[src/hw/rtl/kpc_pkg.sv]
`timescale 1ns / 1ps
`default_nettype none

package kpc_pkg;

   localparam int CsrIndexBits = 2;
   localparam int CsrDataBits  = 8;

   localparam logic [CsrIndexBits-1:0] CSR_PIN_ENABLE      = 2'd0;
   localparam logic [CsrIndexBits-1:0] CSR_LONG_TICKS      = 2'd1;
   localparam logic [CsrIndexBits-1:0] CSR_REPEAT_INTERVAL = 2'd2;
   localparam logic [CsrIndexBits-1:0] CSR_MIN_TIME        = 2'd3;

   localparam logic [7:0] PIN_ENABLE_RESET      = 8'hFF;
   localparam logic [6:0] LONG_TICKS_RESET      = 7'd32;
   localparam logic [6:0] REPEAT_INTERVAL_RESET = 7'd1;
   localparam logic [6:0] MIN_TIME_RESET        = 7'd2;

   typedef enum logic [1:0] {
      EV_LONG,
      EV_REPEAT,
      EV_RELEASE_LONG,
      EV_SHORT
   } event_kind_type;

   typedef struct packed {
      logic [7:0] pin_enable;
      logic [6:0] long_ticks;
      logic [6:0] repeat_interval;
      logic [6:0] min_time;
   } cfg_type;

endpackage

`default_nettype wire

[src/hw/rtl/key_press_classifier_core.sv]
// Channel   Direction  Payload                          Handshake
// req       in         req_port_pins[7:0]               req_valid / req_stall
// rsp       out        rsp_key_code[7:0], rsp_event_kind rsp_valid / rsp_stall
// csr       in         csr_index[1:0], csr_write_data    csr_write_enable
//
// One scan tick per cycle while req_stall is low: the hold state and the
// result register are both updated at the edge that accepts the request,
// so throughput is one per clock; a result appears on rsp in the cycle
// after its request is accepted. Reset is synchronous; it clears the hold
// state, the result valid and restores the register defaults.
// req_stall is raised only while a result is held by rsp_stall.
`timescale 1ns / 1ps
`default_nettype none

module key_press_classifier_core #(
   parameter int KEY_BITS = 8
) (
   input  wire logic                              clock,
   input  wire logic                              reset,
   input  wire logic                              req_valid,
   output logic                                   req_stall,
   input  wire logic [7:0]                        req_port_pins,
   output logic                                   rsp_valid,
   input  wire logic                              rsp_stall,
   output logic [7:0]                             rsp_key_code,
   output logic [1:0]                             rsp_event_kind,
   input  wire logic                              csr_write_enable,
   input  wire logic [kpc_pkg::CsrIndexBits-1:0] csr_index,
   input  wire logic [kpc_pkg::CsrDataBits-1:0]  csr_write_data
);
   import kpc_pkg::*;

   localparam logic [7:0] PinMask = 8'((16'd1 << KEY_BITS) - 16'd1);

   cfg_type cfg;

   logic [7:0]     prev_sample_ff, prev_sample_in;
   logic [7:0]     last_pattern_ff, last_pattern_in;
   logic [7:0]     hold_count_ff, hold_count_in;
   logic           rsp_valid_ff, rsp_valid_in;
   logic [7:0]     rsp_code_ff, rsp_code_in;
   event_kind_type rsp_kind_ff, rsp_kind_in;

   logic       accept;
   logic [7:0] sample;
   logic [7:0] pattern;
   logic [7:0] count_inc;
   logic [7:0] repeat_limit;
   logic       emit;
   logic [7:0] emit_code;
   event_kind_type emit_kind;

   kpc_csr u_csr (
      .clock            (clock),
      .reset            (reset),
      .csr_write_enable (csr_write_enable),
      .csr_index        (csr_index),
      .csr_write_data   (csr_write_data),
      .cfg              (cfg)
   );

   assign req_stall = rsp_valid_ff && rsp_stall;
   assign accept    = req_valid && !req_stall;

   assign sample       = ~req_port_pins & cfg.pin_enable & PinMask;
   assign pattern      = sample & prev_sample_ff;
   assign count_inc    = hold_count_ff + 8'd1;
   assign repeat_limit = {1'b0, cfg.long_ticks} + {1'b0, cfg.repeat_interval};

   always_comb begin
      hold_count_in = hold_count_ff;
      emit          = 1'b0;
      emit_code     = pattern;
      emit_kind     = EV_LONG;
      if (pattern != 8'd0) begin
         if (pattern == last_pattern_ff) begin
            hold_count_in = count_inc;
            priority if (count_inc == {1'b0, cfg.long_ticks}) begin
               emit = 1'b1;
            end else if (count_inc >= repeat_limit) begin
               hold_count_in = {1'b0, cfg.long_ticks};
               emit          = 1'b1;
               emit_kind     = EV_REPEAT;
            end
         end else begin
            hold_count_in = 8'd0;
         end
      end else begin
         emit_code = last_pattern_ff;
         if (last_pattern_ff != 8'd0) begin
            priority if (hold_count_ff >= {1'b0, cfg.long_ticks}) begin
               emit      = 1'b1;
               emit_kind = EV_RELEASE_LONG;
            end else if (hold_count_ff > {1'b0, cfg.min_time}) begin
               emit      = 1'b1;
               emit_kind = EV_SHORT;
            end
         end
         hold_count_in = 8'd0;
      end
   end

   always_comb begin
      prev_sample_in  = prev_sample_ff;
      last_pattern_in = last_pattern_ff;
      rsp_valid_in    = rsp_valid_ff && rsp_stall;
      rsp_code_in     = rsp_code_ff;
      rsp_kind_in     = rsp_kind_ff;
      if (accept) begin
         prev_sample_in  = sample;
         last_pattern_in = pattern;
         rsp_valid_in    = emit;
         rsp_code_in     = emit_code;
         rsp_kind_in     = emit_kind;
      end
   end

   always_ff @(posedge clock) begin
      if (reset) begin
         prev_sample_ff  <= 8'd0;
         last_pattern_ff <= 8'd0;
         hold_count_ff   <= 8'd0;
         rsp_valid_ff    <= 1'b0;
      end else begin
         prev_sample_ff  <= prev_sample_in;
         last_pattern_ff <= last_pattern_in;
         if (accept) begin
            hold_count_ff <= hold_count_in;
         end
         rsp_valid_ff <= rsp_valid_in;
      end
   end

   always_ff @(posedge clock) begin
      rsp_code_ff <= rsp_code_in;
      rsp_kind_ff <= rsp_kind_in;
   end

   assign rsp_valid      = rsp_valid_ff;
   assign rsp_key_code   = rsp_code_ff;
   assign rsp_event_kind = rsp_kind_ff;

endmodule

`default_nettype wire

[src/hw/rtl/kpc_csr.sv]
`timescale 1ns / 1ps
`default_nettype none

module kpc_csr (
   input  wire logic                              clock,
   input  wire logic                              reset,
   input  wire logic                              csr_write_enable,
   input  wire logic [kpc_pkg::CsrIndexBits-1:0] csr_index,
   input  wire logic [kpc_pkg::CsrDataBits-1:0]  csr_write_data,
   output kpc_pkg::cfg_type                       cfg
);
   import kpc_pkg::*;

   cfg_type cfg_ff;
   cfg_type cfg_in;

   always_comb begin
      cfg_in = cfg_ff;
      if (csr_write_enable) begin
         unique case (csr_index)
            CSR_PIN_ENABLE:      cfg_in.pin_enable      = csr_write_data;
            CSR_LONG_TICKS:      cfg_in.long_ticks      = csr_write_data[6:0];
            CSR_REPEAT_INTERVAL: cfg_in.repeat_interval = csr_write_data[6:0];
            CSR_MIN_TIME:        cfg_in.min_time        = csr_write_data[6:0];
            default:             cfg_in = cfg_ff;
         endcase
      end
   end

   always_ff @(posedge clock) begin
      if (reset) begin
         cfg_ff.pin_enable      <= PIN_ENABLE_RESET;
         cfg_ff.long_ticks      <= LONG_TICKS_RESET;
         cfg_ff.repeat_interval <= REPEAT_INTERVAL_RESET;
         cfg_ff.min_time        <= MIN_TIME_RESET;
      end else begin
         cfg_ff <= cfg_in;
      end
   end

   assign cfg = cfg_ff;

endmodule

`default_nettype wire

[config.mk]
export PLATFORM = sky130hd
export DESIGN_NAME = key_press_classifier_core
export DESIGN_NICKNAME = d
export VERILOG_FILES = /design/src/hw/rtl/kpc_pkg.sv /design/src/hw/rtl/key_press_classifier_core.sv /design/src/hw/rtl/kpc_csr.sv
export SDC_FILE = /design/constraint.sdc
export NUM_CORES = 1
export LEC_CHECK = 0
export BUFFER_PORTS_ARGS = -buffer_cell sky130_fd_sc_hd__buf_4
export CELL_PAD_IN_SITES_DETAIL_PLACEMENT = 1
export CELL_PAD_IN_SITES_GLOBAL_PLACEMENT = 1
export CORE_MARGIN = 5
export CORE_UTILIZATION = 41
export DETAILED_ROUTE_END_ITERATION = 8
export GPL_ROUTABILITY_DRIVEN = 0
export PLACE_DENSITY_LB_ADDON = 0.1
export SETUP_SLACK_MARGIN = 0.05
export SYNTH_ARGS = -nofsm -noshare
export SYNTH_HDL_FRONTEND = slang
export SYNTH_SLANG_ARGS = --single-unit
[constraint.sdc]
create_clock -name clock -period 2.9 [get_ports clock]
set_input_delay 0.145 -clock clock [delete_from_list [all_inputs] [get_ports clock]]
set_output_delay 0.145 -clock clock [all_outputs]
set_load 0.005 [all_outputs]
; ---- After elaboration in Yosys (flattened, before gate mapping)
; Cells that the tools add are included.
; W data, S select, Z words.
[totals]
word_cells = 53
inputBits = 23
out_inout_bits = 12
register_bits = 64
[op_classes]
bitwise = 3
muxes = 20
eq_ne = 5
magnitude_cmp = 3
n_addsub = 2
n_reduce_logical = 10
[ops]
columns = op, count
row1 = $mux W8, 5
row2 = $and A8 B8 Y8, 2
row3 = $reduce_bool A8 Y1, 2
row4 = $mux W1, 11
row5 = $add A7 B7 Y8, 1
row6 = $add A8 B1 Y8 const B, 1
row7 = $eq A8 B7 Y1, 1
row8 = $eq A8 B8 Y1, 1
row9 = $ge A8 B7 Y1, 1
row10 = $ge A8 B8 Y1, 1
row11 = $gt A8 B7 Y1, 1
row12 = $mux W2, 4
row13 = $not A8 Y8, 1
row14 = $reduce_and A2 Y1, 4
row15 = $eq A2 B2 Y1 const B, 2
row16 = $eq A2 B1 Y1 const B, 1
row17 = $logic_and A1 B1 Y1, 2
row18 = $logic_not A2 Y1, 1
row19 = $logic_not A1 Y1, 1

; ---- Longest topological paths before layout
; Gate-level depths: netlist of run 1.
[logic_depth]
word_depth = 7
mapped_depth = 16
depth_no_buf = 15

; ---- Cells and area by module
; From an unflattened synthesis of run 1, not the netlist that was laid out.
[hier_totals]
cells_unflattened = 431
area_unflattened_um2 = 3867.5
[by_module_without_submodules]
columns = module, cells_per_inst, seq_area_each_um2, n_inst, area_per_inst_um2
row1 = key_press_classifier_core, 317, 800.8, 1, 2680.1
row2 = kpc_csr, 114, 580.6, 1, 1187.4

; ---- Least setup slack after synthesis of run 1
; Ideal clock, no wire load.
[synth_path]
path_type = flip-flop to flip-flop
start = register u_csr.cfg_ff (netlist bit u_csr.cfg[14])
end = register hold_count_ff[2]
slack_ps = -92
path_buffers = 1
stages_incl_launch_ff = 17
required_time_ps = 2829
setup_time_ps = 71
arrival_ps = 2921
period_less_slack_ps = 2992
cell_sequence = dfxtp_1 -> ha_1 -> fa_1 -> a21oi_1 -> nor2_1 -> nor2_1 -> o21bai_1 -> a21oi_1 -> xor2_1 -> ha_1 -> a21o_1 -> a21oi_1 -> o31a_1 -> a21oi_2 -> buf_6 -> o32ai_1 -> o2bb2ai_1
[synth_via]
elab_chain_cells = 6
word_cells_on_any_way = 7
cone_classes = 1 x add/sub / 1 x order compare / 1 x eq/ne / 4 x mux
[synth_rtl]
columns = item, line_no
row1 = "start, declared", kpc_csr.sv:14  ; cfg_type cfg_ff;
row2 = "start signal, assigned", kpc_csr.sv:37  ; cfg_ff <= cfg_in;
row3 = $add A7 B7 Y8, key_press_classifier_core.sv:68  ; assign repeat_limit = {1'b0, cfg.long_ticks} + {1'b0, cfg.repeat_interval};
row4 = $ge A8 B8 Y1, key_press_classifier_core.sv:80  ; end else if (count_inc >= repeat_limit) begin
row5 = $mux W8, key_press_classifier_core.sv:80
row6 = $mux W8 (*), key_press_classifier_core.sv:78  ; priority if (count_inc == {1'b0, cfg.long_ticks}) begin
row7 = $mux W8 (*), key_press_classifier_core.sv:76  ; if (pattern == last_pattern_ff) begin
row8 = $mux W8 (*), key_press_classifier_core.sv:75  ; if (pattern != 8'd0) begin
row9 = "end signal, assigned", key_press_classifier_core.sv:128  ; hold_count_ff <= hold_count_in;
row10 = "end, declared", key_press_classifier_core.sv:39  ; logic [7:0] hold_count_ff, hold_count_in;
; Mark *: on every way between the ends. The rest lies on a longest branch, timed or not.
; A chain may end at the register's enable or synchronous reset.

; ---- Final worst setup path of run 1
[layout_path]
start = register u_csr.cfg_ff (netlist bit u_csr.cfg[8])
end = register hold_count_ff[6]
[layout_via]
elab_chain_cells = 6
[layout_rtl]
columns = item, line_no
row1 = $add A7 B7 Y8, key_press_classifier_core.sv:68
row2 = $ge A8 B8 Y1, key_press_classifier_core.sv:80
row3 = $mux W8, key_press_classifier_core.sv:80
row4 = $mux W8, key_press_classifier_core.sv:78
row5 = $mux W8, key_press_classifier_core.sv:76
row6 = $mux W8, key_press_classifier_core.sv:75
; No other way between the ends.

==> out/results.ini, run 1 <==
[timing]
setup-violations-final=10
fmax_mhz=321
setup_tns_ns=-1.43
worst-slew-pin-transition_ns=0.981
hold_slack_ns=0.0181
hold_violations=0
min_period_ns=3.12
fin_skew_ns=0.0121
period_share_pct=107
fin_ws_ns=-0.217
drv_slew=0
rsz0062_at_grt=true
slew_headroom_pct=34.3

[worst_setup_path]
path_cells=ha_1 > a21o_1 > a21oi_1 > o21bai_1 > a21oi_2 > xnor2_1 > ha_1 > a21o_1 > a21o_1 > a21oi_2 > o31a_1 > a21oi_2 > buf_12 > o32ai_2 > o2bb2ai_1
crit_family=compound AO/OA/AOI/OAI gates
worst-path-max-fanout=13
cp_num_buf_inv=1
crit_type=reg -> reg
crit_required_ns=3.16
crit_path_start_kind=flop
critPathCaptureType=flop
crit_path_top_delay_cell=dfxtp_2
arrival_ns=3.38
cp_slowest_stage_delay_ns=0.34

[clocking]
htree_levels=3
cts_tree=done
postCtsHoldBufs=0
cts-buffers-inserted=9
cts_max_path_buffers=2
clock-sinks=64
cts_root_buf=clkbuf_8
cts.clk_slew.worst_paths_ns=0.07
clkLatencyLatePin_ns=0.34

[placed_design]
hpwl_mm=7.84
dp.cells=565
io_buffers=34

[global_route]
grt_max_degree=52
grt_overflow=0
grt_pass1_vias=3373
antenna_found_initial=0
track_usage_pct=19.2
grt_pass1_wl_mm=16.9

[die]
core_um2=8760
row_count=34
fp.dieH_um=105
fp.dieW_um=105
dieArea_um2=11100
io_pins=35
start_util_pct=42.4

[min_path]
hp-class=in -> reg

[final_layout]
antenna_cells=0
areaGrowthSynthToFinish_pct=21.2
layout.cells.non_filler=587
mostFrequentLayoutCells=62 x buf_4, 58 x nor2_1, 50 x dfxtp_1, 32 x nand2_1, 29 x ha_1
final_nets=528
final_common_cell=buf_4
n_fill_cell=1078
drive_gt1_share_pct=20.5

[power_and_ir_drop]
ir_worst_vdd_mv=0.257
power.leakage_nw=2.07
cellPowerDensity_nw_per_um2=432

[yosys]
ys.flop_type=dfxtp_1
synth-edff-count=10
synth-seq-area-share_pct=37.2
synth_nets=469
synth_cell_types=51
ys_ff_latch=64
postSynthCellCount=415
yosysWarnings=0
synth.avg_cell_area_um2=8.95
async_flop_share_pct=0
syn_area_um2=3710

[flow_run]
cap_viol_max_count=0

[route]
drt-total-wl_mm=10.3
route.detailed.drc=0
dr.pass1.iters=4
drtIter0Drc=100
wl_per_cell_um=17.5
drt-vias-per-instance=5.45
vias=3202
postRouteAntennaNets=0

[outcome]
status=finished, violations left
violations=setup timing

[final timing paths]
| check | cells after the start | start | slack, ns | end |
|---|---|---|---|---|
| worst max-delay path | 15 | u_csr.cfg[8]$_SDFFE_PP0P_ | -0.22 | hold_count_ff[6]$_SDFFE_PP0P_ |
| worst max register to register | 15 | u_csr.cfg[8]$_SDFFE_PP0P_ | -0.22 | hold_count_ff[6]$_SDFFE_PP0P_ |
| worst min-delay path | 2 | csr_write_data[7] | 0.02 | u_csr.cfg[28]$_SDFFE_PP1P_ |
| worst min register to register | 1 | u_csr.cfg[1]$_SDFFE_PP1P_ | 0.49 | u_csr.cfg[1]$_SDFFE_PP1P_ |
[worst reg2reg max path: cells and delay by family, from the launching register on]
| family | cells | cell delay (ns) |
|---|---|---|
| xor+xnor | 1 | 0.13 |
| fa+ha+maj | 2 | 0.55 |
| buf+inv | 1 | 0.17 |
| flops | 1 | 0.34 |
| compound gates | 11 | 1.84 |
[cell usage after synthesis, drive strengths merged, types with 7 or more instances]
library cell | n | area, um^2
clkbuf | 13 | 48.8
o21ai | 7 | 35.0
inv | 21 | 78.8
nor2 | 58 | 218
nor3b | 9 | 67.6
nand2 | 32 | 120
nand3 | 7 | 35.0
mux2i | 20 | 200
a211o | 10 | 87.6
ha | 30 | 375
dfxtp | 54 | 1080
a211oi | 7 | 52.6
nand4 | 9 | 56.3
a21oi | 29 | 149
xnor2 | 7 | 61.3
xor2 | 14 | 123
nand3b | 12 | 90.1
edfxtp | 10 | 300
nor2b | 12 | 75.1
[per-layer routing]
layer	track usage, %	routed length (um)	up-vias
met1	24.1	4720	1544
li1	-	-	1584
met3	3.88	316	16
met5	0	0	-
met2	31.8	5010	58
met4	8.13	250	0
[layout make-up]
type | count | area [um^2] | share of cell area [%]
clock buffers | 11 | 131 | 2.92
clock inverters | 5 | 35.0 | 0.779
inverters | 22 | 82.6 | 1.84
multi-input cells | 313 | 2230 | 49.6
flip-flops and latches | 64 | 1390 | 30.8
well taps | 108 | 135 | 3.00
repair buffers | 64 | 497 | 11.0
[per-stage QoR]
step / util, % / total power [mW] / area, um^2 / setup WS, ns
2_1_floorplan: - / 1.16 / 3750 / 0.0406
3_3_place_gp: 48.6 / 1.26 / 4260 / -0.115
3_5_place_dp: 48.6 / 1.28 / 4260 / -0.261
4_1_cts: 51.1 / 1.96 / 4480 / -0.229
5_1_grt: 51.3 / 2.05 / 4500 / -0.430
6_report: 51.3 / 1.94 / 4500 / -0.217
[kinds of logic (layout without fill, tap and decap cells)]
family                     after synthesis  after routing  share of synthesized area (%)
DFF                                     64             64                           37.2
xor gates and xnor gates                22             22                           5.56
AOI/OAI and AO/OA                       83             83                           16.0
adders and majority gates               31             31                           10.6
and+or+nand+nor                        157            157                           20.7
buffers and inverters                   38            102                           4.45
muxes                                   20             20                           5.39
[timing repair]
action,CTS,global route
setup endpoints to repair,10,10
pin swaps,8,2
resized for setup,4,4
buffers inserted,5,1
[registers in the layout (all words and copies together) (netlist names)]
name / flops
hold_count_ff: 8
last_pattern_ff: 8
prev_sample_ff: 8
rsp_event_kind: 2
rsp_key_code: 8
rsp_valid: 1
u_csr.cfg: 29
[power by group]
group / leakage (nW) / switching, mW / internal, mW
sequential: 0.544 / 0.0214 / 0.937
combinational: 1.44 / 0.166 / 0.141
clock: 0.0833 / 0.367 / 0.311
Note: power is estimated with default switching activity, not from simulation.
==> run 2: changes to the inputs <==
- CORE_UTILIZATION: 41 -> 43
- CTS_BUF_LIST: unset -> sky130_fd_sc_hd__clkbuf_8
==> run 2 against run 1 <==
The flow still finishes with violations (setup timing); non-clock buffer count grew 1; worst setup slack gained 0.037 ns; total power grew 1.2%; register-to-register slack gained 0.04 ns; global-route usage grew 1.4 points; hold slack lost 0.0053 ns; highest routed layer unchanged.
==> out/results.ini, run 2 (same netlist as run 1, synthesis figures left out) <==
[final_layout]
drive_gt1_share_pct=21.3
mostFrequentLayoutCells=62 x buf_4, 58 x nor2_1, 50 x dfxtp_1, 32 x nand2_1, 28 x ha_1
antenna_cells=0
final_common_cell=buf_4
areaGrowthSynthToFinish_pct=22.0
final_nets=529
layout.cells.non_filler=588
largest_reg_flops=29

[timing]
setup-violations-final=10
drv_slew=0
period_share_pct=106
slew_headroom_pct=36.0
min_period_ns=3.08
worst-slew-pin-transition_ns=0.956
fin_ws_ns=-0.180
rsz0062_at_grt=true
fmax_mhz=325
hold_violations=0
fin_skew_ns=0.0115

[flow_run]
cap_viol_max_count=0

[worst_setup_path]
worst-path-max-fanout=5
arrival_ns=3.32
crit_type=reg -> reg
crit_path_start_kind=flop
critPathCaptureType=flop
crit_required_ns=3.14

[route]
route.detailed.drc=0
wl_met1_mm=4.66
drtIter0Drc=101
top_layer=met4
postRouteAntennaNets=0
dr_wl_met2_mm=4.95
vias=3228
dr.pass1.iters=4
drt-vias-per-instance=5.49
drt-total-wl_mm=10.2
wl_met3_um=392
wl_per_cell_um=17.3

[placed_design]
io_buffers=34
post-place-ws_ns=-0.176
dp.cells=563
hpwl_mm=7.58

[outcome]
status=finished, violations left
violations=setup timing

[power_and_ir_drop]
cellPowerDensity_nw_per_um2=434
ir_worst_vdd_mv=0.269
power.leakage_nw=2.08

[clocking]
clkLatencyLatePin_ns=0.35
cts-buffers-inserted=9
cts_tree=done
cts_max_path_buffers=2
clock-sinks=64
cts_root_buf=clkbuf_8
htree_levels=3
cts.clk_slew.worst_paths_ns=0.08

[die]
core_um2=8550
row_count=34
io_pins=35
start_util_pct=43.4
fp.dieH_um=103
fp.dieW_um=103
dieArea_um2=10600

[global_route]
track_usage_pct=20.5
antenna_found_initial=0
grt_max_degree=52
grt_overflow=0
grt_pass1_vias=3211
grt_pass1_wl_mm=16.5

[min_path]
hp-class=in -> reg

==> run 2: metrics by stage <==
stage / total power [mW] / utilization [%] / cell area [um^2] / setup TNS, ns / hold slack, ns
CTS: 1.99 / 52.8 / 4520 / -0.997 / 0.00111
floorplan: 1.16 / - / 3750 / 0 / 0.263
finish: 1.97 / 53.0 / 4530 / -1.39 / 0.0128
global placement: 1.26 / 49.5 / 4230 / -0.320 / 0.347
global route: 2.06 / 53.0 / 4530 / -3.31 / 0.00816
detailed placement: 1.27 / 49.5 / 4230 / -1.22 / 0.356
==> run 2: critical path: stages (launching register included) <==
cell and delay, ns:
dfxtp_2 0.34, ha_4 0.16, fa_2 0.34, a21oi_2 0.12, nor2_1 0.05, nor2_1 0.15, o21bai_1 0.09, a21oi_1 0.18
xor2_1 0.18, ha_1 0.27, a21o_1 0.20, a21oi_2 0.11, o31a_1 0.23, a21oi_2 0.07, buf_6 0.15, buf_4 0.13
mux2i_1 0.13, o2bb2ai_1 0.07
==> run 2: where the power goes <==
| group | total, mW | switching, mW | internal [mW] | leakage [nW] |
|---|---|---|---|---|
| registers | 0.958 | 0.0222 | 0.936 | 0.544 |
| clock network | 0.706 | 0.377 | 0.329 | 0.0938 |
| logic | 0.302 | 0.164 | 0.138 | 1.44 |
| total | 1.97 | 0.563 | 1.40 | 2.08 |
==> run 2: cell type report <==
type	count	area, um^2
inverters	22	82.6
clock buffers	10	138
well taps	108	135
fillers	1003	4020
flip-flops and latches	64	1390
clock inverters	6	36.3
repair buffers	65	498
multi-input cells	313	2250
==> run 2: final timing paths <==
check                                               start                             to  slack (ns)  cells past startpoint
worst max-delay path            u_csr.cfg[7]$_SDFFE_PP1P_  hold_count_ff[2]$_SDFFE_PP0P_       -0.18                     17
worst min-delay path                    csr_write_data[0]     u_csr.cfg[21]$_SDFFE_PP1P_        0.01                      2
worst max register to register  u_csr.cfg[7]$_SDFFE_PP1P_  hold_count_ff[2]$_SDFFE_PP0P_       -0.18                     17
worst min register to register  u_csr.cfg[1]$_SDFFE_PP1P_      u_csr.cfg[1]$_SDFFE_PP1P_        0.48                      1
==> run 2: routing by layer <==
| layer | global-route usage (%) | vias up |
|---|---|---|
| met5 | 0 | - |
| met2 | 33.5 | 52 |
| met3 | 3.52 | 14 |
| li1 | - | 1590 |
| met4 | 6.97 | 0 |
| met1 | 27.4 | 1572 |
==> run 2: timing repair <==
action,CTS,global route
hold endpoints to repair,1,0
pin swaps,18,6
setup endpoints to repair,10,10
resized for setup,13,0
setup buffers,6,2
hold buffers,1,0
==> run 3: changes to the inputs <==
- PLACE_DENSITY_LB_ADDON: 0.1 -> 0.15
- SKIP_CTS_REPAIR_TIMING: unset -> 1
==> run 3 against run 2 <==
The run still ends with setup timing left; largest power group unchanged; first-iteration DRC count down 28%; combinational power down 2%; global-route usage down 0.68 points; cell count down 1.4%.
==> out/results.ini, run 3 (same netlist as run 1, synthesis figures left out) <==
[outcome]
status=finished, violations left
violations=setup timing

[min_path]
hp-class=in -> reg
min_from=csr_write_data[7]

[die]
fp.dieW_um=103
fp.dieH_um=103
start_util_pct=43.4
row_count=34
io_pins=35
dieArea_um2=10600
core_um2=8550

[route]
postRouteAntennaNets=0
vias=3213
route.detailed.drc=0
drt-total-wl_mm=9.87
drt-vias-per-instance=5.54
wl_per_cell_um=17.0
dr.pass1.iters=4
drtIter0Drc=73

[global_route]
antenna_found_initial=0
track_usage_pct=19.8
grt_overflow=0
grt_max_degree=52
grt_pass1_wl_mm=16.3
grt_pass1_vias=3322

[placed_design]
io_buffers=34
post-place-ws_ns=-0.187
postPlaceCellArea_um2=4240
dp.cells=562
hpwl_mm=7.54

[timing]
min_period_ns=3.10
hold_violations=0
drv_slew=0
fmax_mhz=322
setup_tns_ns=-1.56
fin_skew_ns=0.0119
setup-violations-final=10
worst-slew-pin-transition_ns=0.945
slew_headroom_pct=36.7
hold_slack_ns=0.00918
period_share_pct=107
rsz0062_at_grt=true
fin_ws_ns=-0.204

[final_layout]
n_fill_cell=1018
layout.cells.non_filler=580
largest_reg_flops=29
mostFrequentLayoutCells=58 x nor2_1, 56 x buf_4, 50 x dfxtp_1, 32 x nand2_1, 29 x ha_1
final_common_cell=nor2_1
areaGrowthSynthToFinish_pct=20.0
drive_gt1_share_pct=19.7
register_area_um2=1390
antenna_cells=0
postLayoutCoreUtil_pct=52.1
multiInputGateArea_um2=2230
final_nets=521
finalInstanceArea_um2=4460

[clocking]
cts_root_buf=clkbuf_8
clock-sinks=64
clkLatencyLatePin_ns=0.34
cts_tree=done
cts.clk_slew.worst_paths_ns=0.08
cts-buffers-inserted=9
cts_max_path_buffers=2
htree_levels=3

[worst_setup_path]
critPathCaptureType=flop
cp-startpoint=u_csr.cfg[7]$_SDFFE_PP1P_
worst_r2r_startpoint=u_csr.cfg[7]$_SDFFE_PP1P_
crit_type=reg -> reg
arrival_ns=3.37
crit_path_start_kind=flop
crit_required_ns=3.16
worst-path-max-fanout=9

[flow_run]
cap_viol_max_count=0

[power_and_ir_drop]
power_frac_comb_pct=15.2
cellPowerDensity_nw_per_um2=440
swShare_pct=28.2
finalPower_mw=1.96
p_int_mw=1.41
p_clk_share_pct=35.9
ir_worst_vdd_mv=0.314
seqPwrFrac_pct=48.9
p_sw_uw=552
power.leakage_nw=2.04

-- run 3: area by class of cell --
class	count	share of cell area [%]
Sequential cell	64	31.1
Multi-Input combinational cell	313	50.1
Tap cell	108	3.03
Timing Repair Buffer	57	9.88
Clock inverter	6	0.927
Clock buffer	10	3.09
Inverter	22	1.85
-- run 3: power by group through the flow --
stage | Sequential, mW | Combinational, mW | Clock (mW)
final | 0.958 | 0.297 | 0.704
after global routing | 0.963 | 0.331 | 0.774
after CTS | 0.958 | 0.297 | 0.731
after detailed placement | 0.979 | 0.294 | 0
after global placement | 0.976 | 0.285 | 0
after floorplan | 0.975 | 0.182 | 0
-- run 3: worst paths after layout --
check | endpoint | slack (ns) | cells after the start
worst max-delay path | hold_count_ff[2]$_SDFFE_PP0P_ | -0.20 | 16
worst min-delay path | u_csr.cfg[28]$_SDFFE_PP1P_ | 0.009 | 2
worst max register to register | hold_count_ff[2]$_SDFFE_PP0P_ | -0.20 | 16
worst min register to register | u_csr.cfg[1]$_SDFFE_PP1P_ | 0.48 | 1
-- run 3: worst max-delay path, cell delays in order (launching register included) --
cell	delay, ns
dfxtp_2	0.34
ha_4	0.16
fa_2	0.35
a21oi_2	0.12
nor2_1	0.05
nor2_1	0.15
o21bai_1	0.08
a21oi_1	0.18
xor2_1	0.17
ha_1	0.26
a21o_1	0.17
a21oi_2	0.14
o31a_1	0.23
a21oi_2	0.08
buf_12	0.17
o32ai_2	0.24
o2bb2ai_1	0.13
-- run 3: per-layer routing --
| metal | routed length [um] | vias to the layer above | GRT usage (%) |
|---|---|---|---|
| met5 | 0 | - | 0 |
| met4 | 120 | 0 | 5.58 |
| met3 | 409 | 11 | 4.26 |
| met2 | 4820 | 56 | 33.8 |
| met1 | 4520 | 1571 | 25.3 |
| li1 | - | 1575 | - |
